==> src/rtl/core/xbp_pkg.sv <==
// Shared types, constants and helpers for the xxHash64 block random generator.
`timescale 1ns / 1ps
`default_nettype none
package xbp_pkg;

    localparam int STATE_WORDS_N_DEF = 8;
    localparam int OUT_MULT_DEF      = 8;
    localparam int STATE_DEPTH       = 8;
    localparam int SEED_W            = 7;

    localparam logic [SEED_W-1:0] SEED_BASE = 7'd42;

    localparam logic [63:0] PR1 = 64'h9E3779B185EBCA87;
    localparam logic [63:0] PR2 = 64'hC2B2AE3D27D4EB4F;
    localparam logic [63:0] PR3 = 64'h165667B19E3779F9;
    localparam logic [63:0] PR4 = 64'h85EBCA77C2B2AE63;
    localparam logic [63:0] PR5 = 64'h27D4EB2F165667C5;

    localparam logic [1:0] ACT_SEED = 2'd0;
    localparam logic [1:0] ACT_LOAD = 2'd1;
    localparam logic [1:0] ACT_GEN  = 2'd2;

    typedef enum logic [4:0] {
        OP_NOP,
        OP_LOAD_STATE,
        OP_INIT_LONG,
        OP_INIT_SHORT,
        OP_MUL0,
        OP_MUL1,
        OP_MUL2,
        OP_ACC_ADDROT,
        OP_ACC_LOADP,
        OP_MERGE,
        OP_T_ROT,
        OP_H_XORP,
        OP_H_ADDP4,
        OP_H_ADDLEN,
        OP_H_ROT27,
        OP_H_SHX33,
        OP_H_SHX29P,
        OP_H_FINAL,
        OP_STORE_STATE,
        OP_STORE_XBUF,
        OP_COMMIT,
        OP_EMIT
    } op_t;

    typedef enum logic [1:0] {
        X_WORD,
        X_ACC,
        X_T,
        X_H
    } xsel_t;

    typedef enum logic [1:0] {
        C_PR1,
        C_PR2,
        C_PR3
    } csel_t;

    typedef struct packed {
        op_t               op;
        xsel_t             xsel;
        csel_t             csel;
        logic [1:0]        lane;
        logic [2:0]        widx;
        logic [SEED_W-1:0] hseed;
        logic [3:0]        nwords;
        logic [5:0]        number;
        logic              last;
    } cmd_t;

    function automatic logic [63:0] rotl64(input logic [63:0] x, input int unsigned r);
        return (x << r) | (x >> (64 - r));
    endfunction

endpackage
`default_nettype wire

==> src/rtl/core/xbp_ctrl.sv <==
// Controller: sequences seeding, loading and block generation on the datapath.
`timescale 1ns / 1ps
`default_nettype none
module xbp_ctrl #(
    parameter int STATE_WORDS_N = xbp_pkg::STATE_WORDS_N_DEF,
    parameter int OUT_MULT      = xbp_pkg::OUT_MULT_DEF
) (
    input  wire              clk,
    input  wire              rst_n,
    input  wire              in_valid,
    output logic             in_stall,
    input  wire  [1:0]       action,
    input  wire  [2:0]       word_index,
    output logic             out_valid,
    input  wire              out_stall,
    output xbp_pkg::cmd_t    cmd
);
    import xbp_pkg::*;

    localparam int HASH_N = OUT_MULT * STATE_WORDS_N;

    typedef enum logic [9:0] {
        S_IDLE   = 10'b0000000001,
        S_INIT   = 10'b0000000010,
        S_STRIPE = 10'b0000000100,
        S_MERGE  = 10'b0000001000,
        S_FOLD   = 10'b0000010000,
        S_LEN    = 10'b0000100000,
        S_TAIL   = 10'b0001000000,
        S_AVAL   = 10'b0010000000,
        S_DONE   = 10'b0100000000,
        S_COMMIT = 10'b1000000000
    } state_t;

    state_t            state_reg, state_next;
    logic [3:0]        step_reg, step_next;
    logic [1:0]        lane_reg, lane_next;
    logic [3:0]        pos_reg, pos_next;
    logic [SEED_W-1:0] cnt_reg, cnt_next;
    logic              gen_reg, gen_next;
    logic              ov_reg, ov_next;
    logic [3:0]        n_words;
    logic              long_hash;
    logic [4:0]        pos_sum;

    assign n_words   = gen_reg ? 4'(STATE_WORDS_N) : 4'd1;
    assign long_hash = n_words >= 4'd4;
    assign pos_sum   = {1'b0, pos_reg} + {3'b0, lane_reg};
    assign in_stall  = state_reg != S_IDLE;
    assign out_valid = ov_reg;

    always_comb
    begin
        state_next = state_reg;
        step_next  = step_reg;
        lane_next  = lane_reg;
        pos_next   = pos_reg;
        cnt_next   = cnt_reg;
        gen_next   = gen_reg;
        ov_next    = (ov_reg && !out_stall) ? 1'b0 : ov_reg;

        cmd.op     = OP_NOP;
        cmd.xsel   = X_H;
        cmd.csel   = C_PR1;
        cmd.lane   = lane_reg;
        cmd.widx   = pos_sum[2:0];
        cmd.hseed  = gen_reg ? cnt_reg : SEED_BASE + cnt_reg;
        cmd.nwords = n_words;
        cmd.number = 6'(cnt_reg - SEED_W'(STATE_WORDS_N));
        cmd.last   = cnt_reg == SEED_W'(HASH_N - 1);

        unique case (state_reg)
            S_IDLE:
            begin
                if (in_valid)
                begin
                    priority if (action == ACT_SEED)
                    begin
                        cmd.op     = OP_LOAD_STATE;
                        cmd.widx   = 3'd0;
                        gen_next   = 1'b0;
                        cnt_next   = SEED_W'(1);
                        state_next = S_INIT;
                    end
                    else if (action == ACT_LOAD)
                    begin
                        cmd.widx = word_index;
                        if (4'(word_index) < 4'(STATE_WORDS_N))
                        begin
                            cmd.op = OP_LOAD_STATE;
                        end
                    end
                    else if (action == ACT_GEN)
                    begin
                        gen_next   = 1'b1;
                        cnt_next   = '0;
                        state_next = S_INIT;
                    end
                    else
                    begin
                        state_next = S_IDLE;
                    end
                end
            end
            S_INIT:
            begin
                cmd.op     = long_hash ? OP_INIT_LONG : OP_INIT_SHORT;
                pos_next   = '0;
                lane_next  = '0;
                step_next  = '0;
                state_next = long_hash ? S_STRIPE : S_LEN;
            end
            S_STRIPE:
            begin
                unique case (step_reg)
                    4'd0:    begin cmd.op = OP_MUL0; cmd.xsel = X_WORD; cmd.csel = C_PR2; end
                    4'd1:    cmd.op = OP_MUL1;
                    4'd2:    cmd.op = OP_MUL2;
                    4'd3:    cmd.op = OP_ACC_ADDROT;
                    4'd4:    begin cmd.op = OP_MUL0; cmd.xsel = X_ACC; cmd.csel = C_PR1; end
                    4'd5:    cmd.op = OP_MUL1;
                    4'd6:    cmd.op = OP_MUL2;
                    default: cmd.op = OP_ACC_LOADP;
                endcase
                if (step_reg == 4'd7)
                begin
                    step_next = '0;
                    lane_next = lane_reg + 2'd1;
                    if (lane_reg == 2'd3)
                    begin
                        pos_next = pos_reg + 4'd4;
                        if ({1'b0, pos_reg} + 5'd8 > {1'b0, n_words})
                        begin
                            state_next = S_MERGE;
                        end
                    end
                end
                else
                begin
                    step_next = step_reg + 4'd1;
                end
            end
            S_MERGE:
            begin
                cmd.op     = OP_MERGE;
                lane_next  = '0;
                step_next  = '0;
                state_next = S_FOLD;
            end
            S_FOLD:
            begin
                unique case (step_reg)
                    4'd0:    begin cmd.op = OP_MUL0; cmd.xsel = X_ACC; cmd.csel = C_PR2; end
                    4'd1:    cmd.op = OP_MUL1;
                    4'd2:    cmd.op = OP_MUL2;
                    4'd3:    cmd.op = OP_T_ROT;
                    4'd4:    begin cmd.op = OP_MUL0; cmd.xsel = X_T; cmd.csel = C_PR1; end
                    4'd5:    cmd.op = OP_MUL1;
                    4'd6:    cmd.op = OP_MUL2;
                    4'd7:    cmd.op = OP_H_XORP;
                    4'd8:    begin cmd.op = OP_MUL0; cmd.xsel = X_H; cmd.csel = C_PR1; end
                    4'd9:    cmd.op = OP_MUL1;
                    4'd10:   cmd.op = OP_MUL2;
                    default: cmd.op = OP_H_ADDP4;
                endcase
                if (step_reg == 4'd11)
                begin
                    step_next = '0;
                    lane_next = lane_reg + 2'd1;
                    if (lane_reg == 2'd3)
                    begin
                        state_next = S_LEN;
                    end
                end
                else
                begin
                    step_next = step_reg + 4'd1;
                end
            end
            S_LEN:
            begin
                cmd.op     = OP_H_ADDLEN;
                step_next  = '0;
                lane_next  = '0;
                state_next = (pos_reg < n_words) ? S_TAIL : S_AVAL;
            end
            S_TAIL:
            begin
                unique case (step_reg)
                    4'd0:    begin cmd.op = OP_MUL0; cmd.xsel = X_WORD; cmd.csel = C_PR2; end
                    4'd1:    cmd.op = OP_MUL1;
                    4'd2:    cmd.op = OP_MUL2;
                    4'd3:    cmd.op = OP_T_ROT;
                    4'd4:    begin cmd.op = OP_MUL0; cmd.xsel = X_T; cmd.csel = C_PR1; end
                    4'd5:    cmd.op = OP_MUL1;
                    4'd6:    cmd.op = OP_MUL2;
                    4'd7:    cmd.op = OP_H_XORP;
                    4'd8:    cmd.op = OP_H_ROT27;
                    4'd9:    begin cmd.op = OP_MUL0; cmd.xsel = X_H; cmd.csel = C_PR1; end
                    4'd10:   cmd.op = OP_MUL1;
                    4'd11:   cmd.op = OP_MUL2;
                    default: cmd.op = OP_H_ADDP4;
                endcase
                if (step_reg == 4'd12)
                begin
                    step_next = '0;
                    pos_next  = pos_reg + 4'd1;
                    if (pos_reg + 4'd1 >= n_words)
                    begin
                        state_next = S_AVAL;
                    end
                end
                else
                begin
                    step_next = step_reg + 4'd1;
                end
            end
            S_AVAL:
            begin
                unique case (step_reg)
                    4'd0:    cmd.op = OP_H_SHX33;
                    4'd1:    begin cmd.op = OP_MUL0; cmd.xsel = X_H; cmd.csel = C_PR2; end
                    4'd2:    cmd.op = OP_MUL1;
                    4'd3:    cmd.op = OP_MUL2;
                    4'd4:    cmd.op = OP_H_SHX29P;
                    4'd5:    begin cmd.op = OP_MUL0; cmd.xsel = X_H; cmd.csel = C_PR3; end
                    4'd6:    cmd.op = OP_MUL1;
                    4'd7:    cmd.op = OP_MUL2;
                    default: cmd.op = OP_H_FINAL;
                endcase
                if (step_reg == 4'd8)
                begin
                    step_next  = '0;
                    state_next = S_DONE;
                end
                else
                begin
                    step_next = step_reg + 4'd1;
                end
            end
            S_DONE:
            begin
                cmd.widx = cnt_reg[2:0];
                if (!gen_reg)
                begin
                    cmd.op     = OP_STORE_STATE;
                    cnt_next   = cnt_reg + SEED_W'(1);
                    state_next = (cnt_reg == SEED_W'(STATE_WORDS_N - 1)) ? S_IDLE : S_INIT;
                end
                else if (cnt_reg < SEED_W'(STATE_WORDS_N))
                begin
                    cmd.op     = OP_STORE_XBUF;
                    cnt_next   = cnt_reg + SEED_W'(1);
                    state_next = S_INIT;
                end
                else if (!(ov_reg && out_stall))
                begin
                    // output register free or being taken this cycle
                    cmd.op     = OP_EMIT;
                    ov_next    = 1'b1;
                    cnt_next   = cnt_reg + SEED_W'(1);
                    state_next = cmd.last ? S_COMMIT : S_INIT;
                end
            end
            default:
            begin
                cmd.op     = OP_COMMIT;
                state_next = S_IDLE;
            end
        endcase
    end

    always_ff @(posedge clk or negedge rst_n)
    begin
        if (!rst_n)
        begin
            state_reg <= S_IDLE;
            step_reg  <= '0;
            lane_reg  <= '0;
            pos_reg   <= '0;
            cnt_reg   <= '0;
            gen_reg   <= 1'b0;
            ov_reg    <= 1'b0;
        end
        else
        begin
            state_reg <= state_next;
            step_reg  <= step_next;
            lane_reg  <= lane_next;
            pos_reg   <= pos_next;
            cnt_reg   <= cnt_next;
            gen_reg   <= gen_next;
            ov_reg    <= ov_next;
        end
    end

endmodule
`default_nettype wire

==> config.mk <==
export PLATFORM = sky130hd
export DESIGN_NAME = xbp_ctrl
export DESIGN_NICKNAME = d
export VERILOG_FILES = /design/src/rtl/core/xbp_pkg.sv /design/src/rtl/core/xbp_ctrl.sv
export SDC_FILE = /design/constraint.sdc
export NUM_CORES = 1
export LEC_CHECK = 0
export BUFFER_PORTS_ARGS = -buffer_cell sky130_fd_sc_hd__buf_2
export CELL_PAD_IN_SITES_DETAIL_PLACEMENT = 1
export CELL_PAD_IN_SITES_GLOBAL_PLACEMENT = 1
export CORE_MARGIN = 3
export CORE_UTILIZATION = 44
export CTS_BUF_LIST = sky130_fd_sc_hd__clkbuf_2
export DETAILED_ROUTE_END_ITERATION = 8
export HOLD_SLACK_MARGIN = 0.05
export PLACE_DENSITY = 0.85
export SYNTH_ARGS = -nofsm -noshare
export SYNTH_HDL_FRONTEND = slang
export SYNTH_SLANG_ARGS = --single-unit
==> constraint.sdc <==
create_clock -name clk -period 3.2 [get_ports clk]
set_clock_uncertainty 0.2 [all_clocks]
set_input_delay 0.16 -clock clk [delete_from_list [all_inputs] [get_ports clk]]
set_output_delay 0.16 -clock clk [all_outputs]
set_load 0.01 [all_outputs]
== Word-level counts from Yosys, hierarchy flattened ==
Cells that the tools add are included.
Widths: inputs -> output; s select.

* Register bits: 29

* $add $sub $neg: 9
* $lt $le $gt $ge: 5
* Eq/ne operators: 40
* Muxes and demuxes: 71
* Reduce and logical (&&, ||, !) cells: 26

{| class="wikitable"
|+ Operator list
! kind !! count
|-
| $mux 10 || 15
|-
| $pmux 10 s9 || 1
|-
| $mux 7 || 8
|-
| $pmux 5 s9 || 1
|-
| $pmux 4 s5 || 2
|-
| $mux 4 || 8
|-
| $pmux 4 s4 || 2
|-
| $pmux 5 s5 || 1
|-
| $pmux 4 s2 || 3
|-
| $pmux 4 s6 || 1
|-
| $reduce_or 3->1 || 7
|-
| $eq 4x4->1 const B || 5
|-
| $ne 2x2->1 const B || 10
|-
| $eq 4x3->1 const B || 4
|-
| $mux 5 || 3
|-
| $pmux 7 s2 || 1
|-
| $mux 1 || 12
|-
| $pmux 4 s3 || 1
|-
| $reduce_and 11->1 || 1
|-
| $eq 10x1->1 const B || 1
|-
| $eq 10x2->1 const B || 1
|-
| $eq 10x3->1 const B || 1
|-
| $eq 10x4->1 const B || 1
|-
| $eq 10x5->1 const B || 1
|-
| 44 further kinds || 60
|}

== Logic depth before layout (Yosys ltp) ==
Gate-level depths: netlist of run 1.

* Word-level depth: 7
* Mapped depth: 9
* Mapped depth without buffers: 8

== Least setup slack after synthesis of run 1 ==
Ideal clock, no wire load.

* Path type: reg2reg
* Start: register gen_reg
* End: register state_reg[4]
* Library setup time: 119 ps
* Arrival: 2261 ps
* Data required time: 2881 ps
* Slack: 620 ps
* Cell stages (with the launch flop): 9
* Path buffers: 1
* Clock period less this slack: 2580 ps
* Cell sequence: dfrtp_1 > clkbuf_1 > inv_1 > ha_1 > nor3b_1 > a211oi_1 > a2bb2oi_1 > nand4_1 > a21bo_2

{| class="wikitable"
|+ RTL lines
! item !! line !! RTL
|-
| start, declared || xbp_ctrl.sv:40 || <nowiki>logic gen_reg, gen_next;</nowiki>
|-
| start signal, assigned || xbp_ctrl.sv:292 || <nowiki>gen_reg <= gen_next;</nowiki>
|-
| end signal, assigned || xbp_ctrl.sv:287 || <nowiki>state_reg <= state_next;</nowiki>
|-
| end, declared || xbp_ctrl.sv:35 || <nowiki>state_t state_reg, state_next;</nowiki>
|}

==> results of run 1 <==
-- cells by family (layout without fill, tap and decap cells) --
family	after synthesis	in the layout	synth area share
AOI/OAI and AO/OA	86	86	0.212
muxes	5	5	0.0183
DFF	29	29	0.253
adders and majority gates	19	19	0.0855
xor gates and xnor gates	13	13	0.0397
and+or+nand+nor	160	160	0.313
other	1	2	0.00131
buffers and inverters	47	87	0.0772
-- worst register-to-register path: stages (launching register included) --
cell,delay [ns]
dfrtp_1,0.45
ha_1,0.47
nand4b_1,0.27
a211oi_1,0.35
a2bb2oi_1,0.32
nand4_1,0.37
a21bo_2,0.33
-- through the flow --
stage           util  total power [µW]
6_report       0.533              1530
3_5_place_dp   0.507              1270
4_1_cts        0.525              1470
5_1_grt        0.533              1630
2_1_floorplan      -              1010
3_3_place_gp   0.507              1230
-- cell usage in the layout (no fill, tap or decap), types with 5 or more instances in the layout --
| master | count |
|---|---|
| clkbuf_2 | 6 |
| nor3_1 | 17 |
| dlygate4sd3_1 | 6 |
| nor2_1 | 37 |
| nand3_1 | 19 |
| buf_4 | 17 |
| o21ai_0 | 19 |
| buf_2 | 40 |
| dfrtp_1 | 27 |
| nor4_1 | 6 |
| a22oi_1 | 5 |
| ha_1 | 18 |
| xor2_1 | 5 |
| a21oi_1 | 11 |
| o22ai_1 | 5 |
| nand2_1 | 26 |
| inv_1 | 16 |
| xnor2_1 | 8 |
| nand3b_1 | 5 |
| nand2b_1 | 7 |
-- cell type report --
class	count	area, µm²	share of cell area
repair buffers	63	388	0.119
well taps	75	93.8	0.0287
clock inverters	2	10.0	0.00306
inverters	16	60.1	0.0184
flip-flops and latches	29	728	0.223
multi-input cells	285	1960	0.599
clock buffers	6	30.0	0.00918
-- routing by layer --
metal | vias to the layer above | track usage | wire length [µm]
met3 | 23 | 0.0352 | 465
li1 | 1413 | - | -
met2 | 103 | 0.465 | 4870
met4 | 0 | 0.0850 | 214
met1 | 1497 | 0.334 | 4250
met5 | - | 0 | 0
-- repair_timing --
| item | 4_1_cts | 5_1_grt |
|---|---|---|
| setup endpoints to repair | 1 | 5 |
| hold buffers | 6 | 0 |
| buffers inserted | 0 | 3 |
| gates resized for setup | 1 | 6 |
| pin swaps | 0 | 0 |
| hold endpoints to repair | 36 | 0 |
-- worst paths after layout --
path / endpoint / depth (start not counted) / slack [ns]
max in group asynchronous: state_reg[1]$_DFFE_PN0P_ / 2 / 2.19
min in group clk: cnt_reg[6]$_DFFE_PN0P_ / 1 / 0.42
worst max register to register: state_reg[4]$_DFFE_PN0P_ / 6 / 0.35
worst max-delay path: cmd[23] / 7 / 0.08
worst min register to register: cnt_reg[6]$_DFFE_PN0P_ / 1 / 0.42
worst min-delay path: state_reg[1]$_DFFE_PN0P_ / 2 / 0.14
-- power by group --
group,internal [µW],switching [µW]
sequential,405,68.3
clock,54.8,141
combinational,351,508
==> impl_metrics.py, run 1 <==
metrics = {
    "layout": {
        "drive_gt1_frac": 0.219,
        "final_area_um2": 3270,
        "nNetsFinal": 428,
        "final_cells": 476,
        "diodes": 0,
        "largest_reg_flops": 10,
        "fill_cells": 761,
        "area_delta_synth_final_pct": 14.0,
    },
    "critical_path": {
        "critical-path-slowest-cell": "or4_4",
        "r2r-start": "step_reg[1]$_DFFE_PN0P_",
        "cp_num_buf_inv": 2,
        "path_delay_family": "simple AND/OR/NAND/NOR gates",
        "path_class": "reg -> out",
        "end_kind": "output pin",
        "critPathLaunchType": "flop",
        "critPathMaxStageDelay_ns": 0.60,
        "path_max_fanout": 8,
        "worstPathCellList": "or4_4 -> buf_4 -> or4_1 -> nand2_1 -> a22oi_1 -> nor3_1 -> buf_2",
        "crit_required_ns": 2.84,
        "crit_start": "state_reg[1]$_DFFE_PN0P_",
        "cp.arrival_ns": 2.76,
    },
    "sta": {
        "max_slew_margin": 0.534,
        "setup_violations": 0,
        "fmax_mhz": 321,
        "final.setup.tns_ns": 0,
        "worstMarginPinSlew_ns": 0.698,
        "grt_setup_unrepaired": "true",
        "fin_crit_sh": 0.974,
        "slew_violations": 0,
        "hold_violations": 0,
        "post-route-min-period_ns": 3.12,
        "whs_ns": 0.138,
        "setup_slack_ns": 0.0829,
    },
    "floorplan": {
        "die_w_um": 86.7,
        "row_count": 28,
        "fp.dieH_um": 86.7,
        "die_area_um2": 7520,
        "design.core.area_um2": 6130,
        "initial_core_util": 0.468,
        "boundaryPins": 43,
    },
    "clock_tree": {
        "path_clk_slew_ns": 0.17,
        "htreeDepth": 2,
        "clockBufferDepth": 2,
        "clk_latency_ns": 0.38,
        "cts_sinks": 29,
        "cts_tree": "yes",
        "cts_made_buffers": 5,
        "cts-root-buf": "clkbuf_2",
    },
    "synthesis": {
        "synth_edf_count": 0,
        "synth.area.top_cells": "dfrtp_1 (24%), ha_1 (7.9%), nor2_1 (4.8%), nand2_1 (3.4%), nand3_1 (3.3%)",
        "synth_top_flop_cell": "dfrtp_1",
        "yosys-top-cells-count": "nor2_1 (37), dfrtp_1 (28), nand2_1 (26)",
        "yosys_warnings": 0,
        "ys_types": 73,
        "async_flop_share": 1.00,
        "synth_cells": 360,
        "synth_top_area_share": 0.244,
        "yosysTopAreaCell": "dfrtp_1",
        "yosysMostFrequentCell": "nor2_1",
        "netlist_area_um2": 2870,
        "avgSynthCellArea_um2": 7.97,
        "ys_seq_area_frac": 0.253,
        "ys_ff_latch": 29,
    },
    "job": {
        "drv_cap": 0,
    },
    "place": {
        "pre_cts_ws_ns": 0.422,
        "portBuffers": 40,
        "placed_cell_area_um2": 3110,
        "gp_congestion": 0.870,
        "placed_cells": 459,
        "dpl.hpwl_mm": 7.01,
    },
    "power_and_ir_drop": {
        "vdd_drop_max_uv": 320,
        "leakage_uw": 0.00145,
        "powerDensity_nw_per_um2": 467,
    },
    "min_path": {
        "hold_path_class": "in -> async",
    },
    "drt": {
        "ant_nets": 0,
        "dr.pass1.iters": 5,
        "routedWlPerCell_um": 20.6,
        "vias": 3036,
        "drc": 0,
        "wirelength_mm": 9.80,
        "viasPerCell": 6.38,
        "drtIter0Drc": 220,
    },
    "grt": {
        "grt_pass1_vias": 3105,
        "grt_max_degree": 30,
        "antenna_found_initial": 0,
        "overflow": 0,
        "grt_pass1_wl_mm": 15.7,
        "grtUsageTotal": 0.265,
    },
    "outcome": {
        "status": "completed",
    },
}
No activity file was read; power rests on OpenSTA's default activity.
==> run 2: changes to the inputs <==
--- a/config.mk
+++ b/config.mk
@@ -8,7 +8,7 @@
 export BUFFER_PORTS_ARGS = -buffer_cell sky130_fd_sc_hd__buf_2
 export CELL_PAD_IN_SITES_DETAIL_PLACEMENT = 1
 export CELL_PAD_IN_SITES_GLOBAL_PLACEMENT = 1
-export CORE_MARGIN = 3
+export CORE_MARGIN = 2
 export CORE_UTILIZATION = 44
 export CTS_BUF_LIST = sky130_fd_sc_hd__clkbuf_2
 export DETAILED_ROUTE_END_ITERATION = 8
==> run 2 against run 1 <==
Worst setup slack better by 0.012 ns; sequential power down 1%; utilization down 1.4 points; maximum frequency up 0.39%; critical endpoint is now cmd[29]; largest power group unchanged; critical path type unchanged.
==> impl_metrics.py, run 2 (synthesized netlist as in run 1, its figures left out) <==
metrics = {
    "outcome": {
        "status": "completed",
    },
    "sta": {
        "grt_setup_unrepaired": "false",
        "setup_violations": 0,
        "whs_ns": 0.131,
        "max_slew_margin": 0.527,
        "final.setup.tns_ns": 0,
        "setup_slack_ns": 0.0951,
        "worstMarginPinSlew_ns": 0.710,
        "fmax_mhz": 322,
        "hold_violations": 0,
        "post-route-min-period_ns": 3.10,
        "fin_crit_sh": 0.970,
        "slew_violations": 0,
    },
    "grt": {
        "grt_pass1_wl_mm": 15.1,
        "grt_pass1_vias": 2937,
        "grtUsageTotal": 0.262,
        "antenna_found_initial": 0,
        "overflow": 0,
        "grt_max_degree": 30,
    },
    "place": {
        "portBuffers": 40,
        "placed_cell_area_um2": 3130,
        "gp_congestion": 0.882,
        "dpl.hpwl_mm": 6.99,
        "pre_cts_ws_ns": 0.349,
    },
    "critical_path": {
        "critPathLaunchType": "flop",
        "end_kind": "output pin",
        "path_max_fanout": 11,
        "critPathMaxStageDelay_ns": 0.66,
        "cp.arrival_ns": 2.74,
        "worstPathCellList": "or4_4 -> or4_4 -> o32a_1 -> o311ai_1 -> buf_2",
        "crit_top_cell": "or4_4",
        "reg2reg_setup_slack_ns": 0.23,
        "path_class": "reg -> out",
        "critical-path-slowest-cell": "or4_4",
        "crit_required_ns": 2.84,
    },
    "clock_tree": {
        "htreeDepth": 2,
        "clockBufferDepth": 2,
        "cts_sinks": 29,
        "clk_latency_ns": 0.39,
        "cts-root-buf": "clkbuf_2",
        "path_clk_slew_ns": 0.18,
        "cts_tree": "yes",
        "cts_made_buffers": 5,
    },
    "power_and_ir_drop": {
        "finalPower_uw": 1500,
        "powerDensity_nw_per_um2": 456,
        "vdd_drop_max_uv": 194,
        "leakage_uw": 0.00145,
    },
    "floorplan": {
        "die_area_um2": 7180,
        "initial_core_util": 0.454,
        "fp.dieH_um": 84.7,
        "boundaryPins": 43,
        "die_w_um": 84.7,
        "design.core.area_um2": 6310,
        "row_count": 29,
    },
    "layout": {
        "drive_gt1_frac": 0.224,
        "final_area_um2": 3280,
        "largest_reg_flops": 10,
        "area_delta_synth_final_pct": 14.4,
        "layout_common_cells": "buf_2 (40), nor2_1 (37), nand2_1 (26), dfrtp_1 (26)",
        "diodes": 0,
        "layout_commonest_cell": "buf_2",
        "nNetsFinal": 429,
    },
    "drt": {
        "drtIter0Drc": 258,
        "routedWlPerCell_um": 19.4,
        "viasPerCell": 6.27,
        "vias": 3005,
        "ant_nets": 0,
        "dr.pass1.iters": 4,
        "drc": 0,
        "wirelength_mm": 9.28,
    },
    "min_path": {
        "hold_path_class": "in -> async",
    },
    "job": {
        "drv_cap": 0,
    },
}
## run 2: changes by cell type in the layout (fill, tap and decap cells not counted), sizes merged
| cell | before | now |
|---|---|---|
| clkbuf | 6 | 5 |
| clkinvlp | 0 | 1 |
| dlygate4sd3 | 6 | 7 |
## run 2: where the power goes
part           switching, µW  internal [µW]  leakage, µW  total, µW
clock                    154           50.9    0.0000287        205
combinational            486            338      0.00103        824
sequential              62.9            405     0.000395        468
## run 2: stage by stage
step / util / instances
after detailed placement: 0.496 / 464
after global placement: 0.496 / 464
after floorplan: - / 361
after CTS: 0.515 / 479
final: 0.520 / 479
after global routing: 0.520 / 479
## run 2: critical path, delay by kind of cell (launching register included)
| kind | cells | cell delay [ns] |
|---|---|---|
| flops | 1 | 0.46 |
| buf+inv | 1 | 0.19 |
| simple gates | 2 | 1.24 |
| compound gates | 2 | 0.45 |
## run 2: final cells by class
| cell class | count | area, µm² |
|---|---|---|
| Clock buffer | 5 | 25.0 |
| Clock inverter | 3 | 17.5 |
| Fill cell | 812 | 3030 |
| Inverter | 16 | 60.1 |
| Multi-Input combinational cell | 285 | 1960 |
| Sequential cell | 29 | 729 |
| Tap cell | 77 | 96.3 |
| Timing Repair Buffer | 64 | 398 |
## run 2: worst paths after layout
path | from | endpoint | cells past startpoint
worst min register to register | cnt_reg[3]$_DFFE_PN0P_ | cnt_reg[3]$_DFFE_PN0P_ | 1
worst max register to register | state_reg[0]$_DFFE_PN1P_ | gen_reg$_DFFE_PN0P_ | 8
max in group asynchronous | rst_n | cnt_reg[3]$_DFFE_PN0P_ | 2
worst min-delay path | rst_n | gen_reg$_DFFE_PN0P_ | 2
worst max-delay path | state_reg[0]$_DFFE_PN1P_ | cmd[29] | 5
min in group clk | cnt_reg[3]$_DFFE_PN0P_ | cnt_reg[3]$_DFFE_PN0P_ | 1
## run 2: what timing repair did
item / in CTS / in global routing
setup buffers: 0 / 0
pin swaps: 0 / 1
gates resized for setup: 1 / 7
setup endpoints to repair: 1 / 4
hold endpoints to repair: 36 / 0
hold buffers: 7 / 0
## run 2: metal layers
| metal | global-route usage | vias to the layer above | part of all wire |
|---|---|---|---|
| met3 | 0.0315 | 20 | 0.036 |
| met5 | 0 | - | 0 |
| met4 | 0.0750 | 0 | 0.028 |
| li1 | - | 1407 | - |
| met1 | 0.334 | 1504 | 0.44 |
| met2 | 0.466 | 74 | 0.50 |
==> run 3: changes to the inputs <==
==> config.mk (replaced) <==
export PLATFORM = sky130hd
export DESIGN_NAME = xbp_ctrl
export DESIGN_NICKNAME = d
export VERILOG_FILES = /design/src/rtl/core/xbp_pkg.sv /design/src/rtl/core/xbp_ctrl.sv
export SDC_FILE = /design/constraint.sdc
export NUM_CORES = 1
export LEC_CHECK = 0
export CELL_PAD_IN_SITES_DETAIL_PLACEMENT = 1
export CELL_PAD_IN_SITES_GLOBAL_PLACEMENT = 1
export CORE_MARGIN = 2
export CORE_UTILIZATION = 49
export CTS_BUF_LIST = sky130_fd_sc_hd__clkbuf_2
export DETAILED_ROUTE_END_ITERATION = 8
export DONT_BUFFER_PORTS = 1
export HOLD_SLACK_MARGIN = 0.05
export PLACE_DENSITY = 0.84
export SYNTH_ARGS = -nofsm -noshare
export SYNTH_HDL_FRONTEND = slang
export SYNTH_SLANG_ARGS = --single-unit
==> constraint.sdc (replaced) <==
create_clock -name clk -period 3.3 [get_ports clk]
set_clock_uncertainty 0.2 [all_clocks]
set_input_delay 0.165 -clock clk [delete_from_list [all_inputs] [get_ports clk]]
set_output_delay 0.165 -clock clk [all_outputs]
set_load 0.01 [all_outputs]
==> run 3 against run 2 <==
Utilization up 3.4 points; register-to-register slack worse by 0.10 ns; sequential power grew 0.9%; clock-buffer cell count is 1 higher; die area down 9.7%; design area is 5.9% lower; global-route usage grew 5.1 points; clock power increased by 34%; flip-flop and latch count unchanged; worst hold slack improved by 0.024 ns; critical endpoint is now cmd[31]; largest cell class unchanged; highest routed layer unchanged.
==> impl_metrics.py, run 3 (synthesized netlist as in run 1, its figures left out) <==
metrics = {
    "sta": {
        "worstMarginPinSlew_ns": 0.649,
        "fin_crit_sh": 0.962,
        "grt_setup_unrepaired": "false",
        "post-route-min-period_ns": 3.18,
        "whs_ns": 0.155,
        "setup_violations": 0,
        "fmax_mhz": 315,
        "final.setup.tns_ns": 0,
        "hold_violations": 0,
        "slew_violations": 0,
        "max_slew_margin": 0.564,
    },
    "power_and_ir_drop": {
        "power.internal_uw": 789,
        "switching_share": 0.458,
        "power.switching_uw": 667,
        "combPwrFrac": 0.488,
        "pwr-share-clk": 0.188,
        "powerDensity_nw_per_um2": 472,
        "pwr-share-seq": 0.324,
        "vdd_drop_max_uv": 255,
        "leakage_uw": 0.00129,
    },
    "clock_tree": {
        "cts_made_buffers": 5,
        "path_clk_slew_ns": 0.17,
        "cts_sinks": 29,
        "htreeDepth": 2,
        "clk_latency_ns": 0.39,
        "post_cts_buffers": 0,
        "cts-root-buf": "clkbuf_2",
        "clockBufferDepth": 2,
        "cts_tree": "yes",
    },
    "min_path": {
        "hold_path_class": "in -> async",
    },
    "drt": {
        "routedWlPerCell_um": 21.9,
        "viasPerCell": 6.79,
        "wirelength_mm": 9.49,
        "drc": 0,
        "vias": 2941,
        "drtIter0Drc": 177,
        "ant_nets": 0,
        "dr.pass1.iters": 5,
    },
    "layout": {
        "nNetsFinal": 388,
        "diodes": 0,
        "fill_cells": 714,
        "final_cells": 433,
        "final_area_um2": 3090,
        "layout_common_cells": "nor2_1 (37), dfrtp_1 (28), nand2_1 (26)",
        "largest_reg_flops": 10,
        "drive_gt1_frac": 0.116,
        "area_delta_synth_final_pct": 7.64,
        "layout_commonest_cell": "nor2_1",
    },
    "floorplan": {
        "fp.dieH_um": 80.5,
        "die_area_um2": 6480,
        "initial_core_util": 0.514,
        "design.core.area_um2": 5570,
        "row_count": 27,
        "die_w_um": 80.5,
        "boundaryPins": 43,
    },
    "critical_path": {
        "path_max_fanout": 13,
        "crit_required_ns": 2.93,
        "critPathLaunchType": "flop",
        "cp.arrival_ns": 2.81,
        "path_class": "reg -> out",
        "end_kind": "output pin",
    },
    "job": {
        "drv_cap": 0,
    },
    "place": {
        "placed_cells": 416,
        "placed_cell_area_um2": 2910,
        "portBuffers": 0,
        "dpl.hpwl_mm": 6.56,
        "gp_congestion": 0.878,
    },
    "grt": {
        "grt_pass1_wl_mm": 15.4,
        "grt_max_degree": 29,
        "antenna_found_initial": 0,
        "grtUsageTotal": 0.314,
        "overflow": 0,
        "grt_pass1_vias": 2858,
    },
    "outcome": {
        "status": "completed",
    },
}
-- run 3: cell count changes in the layout (fill, tap and decap cells not counted), moves of 2 or more --
cell,before,now
dfrtp_2,2,0
buf_12,0,2
buf_4,17,14
buf_2,40,0
dfrtp_1,26,28
clkinv_2,2,0
-- run 3: metrics by stage --
step	setup slack [ns]	utilization	power, µW
floorplan	0.720	-	982
global placement	0.596	0.521	1110
detailed placement	0.530	0.521	1130
CTS	0.141	0.552	1440
global route	0.0166	0.554	1550
finish	0.124	0.554	1460
-- run 3: cell type report --
cell class	count	area [µm²]	share of cell area
clock inverters	2	33.8	0.0109
well taps	72	90.1	0.0292
clock buffers	6	30.0	0.00973
flip-flops and latches	29	727	0.236
repair buffers	23	215	0.0697
multi-input cells	285	1930	0.625
inverters	16	60.1	0.0195
-- run 3: routing by layer --
layer,track usage,vias to the layer above,share of wire
met2,0.551,125,0.50
met1,0.381,1469,0.41
met4,0.100,0,0.024
met5,0,-,0
li1,-,1324,-
met3,0.0652,23,0.065
-- run 3: worst paths after layout --
check	cells after the start	to	start	slack, ns
worst max-delay path	6	cmd[31]	state_reg[4]$_DFFE_PN0P_	0.12
worst min-delay path	3	state_reg[2]$_DFFE_PN0P_	rst_n	0.16
worst max register to register	9	gen_reg$_DFFE_PN0P_	state_reg[4]$_DFFE_PN0P_	0.13
worst min register to register	1	cnt_reg[6]$_DFFE_PN0P_	cnt_reg[6]$_DFFE_PN0P_	0.41
max in group asynchronous	3	cnt_reg[1]$_DFFE_PN0P_	rst_n	2.58
min in group clk	3	gen_reg$_DFFE_PN0P_	action[0]	0.28
-- run 3: repair_timing --
item	in CTS	in global routing
gates resized for setup	0	1
setup endpoints to repair	0	2
hold buffers	9	0
hold endpoints to repair	44	0
-- run 3: power by group through the flow --
stage / Clock (µW) / Combinational, µW / Sequential [µW]
after CTS: 278 / 695 / 464
final: 274 / 710 / 472
after global placement: 0 / 643 / 463
after detailed placement: 0 / 660 / 471
after floorplan: 0 / 559 / 422
after global routing: 294 / 776 / 477
-- run 3: worst max-delay path, stage by stage (launching register included) --
cell     delay (ns)
dfrtp_1        0.45
buf_4          0.21
or4b_1         0.62
or3_1          0.55
nand2_1        0.19
nor3_1         0.08
a211o_1        0.30
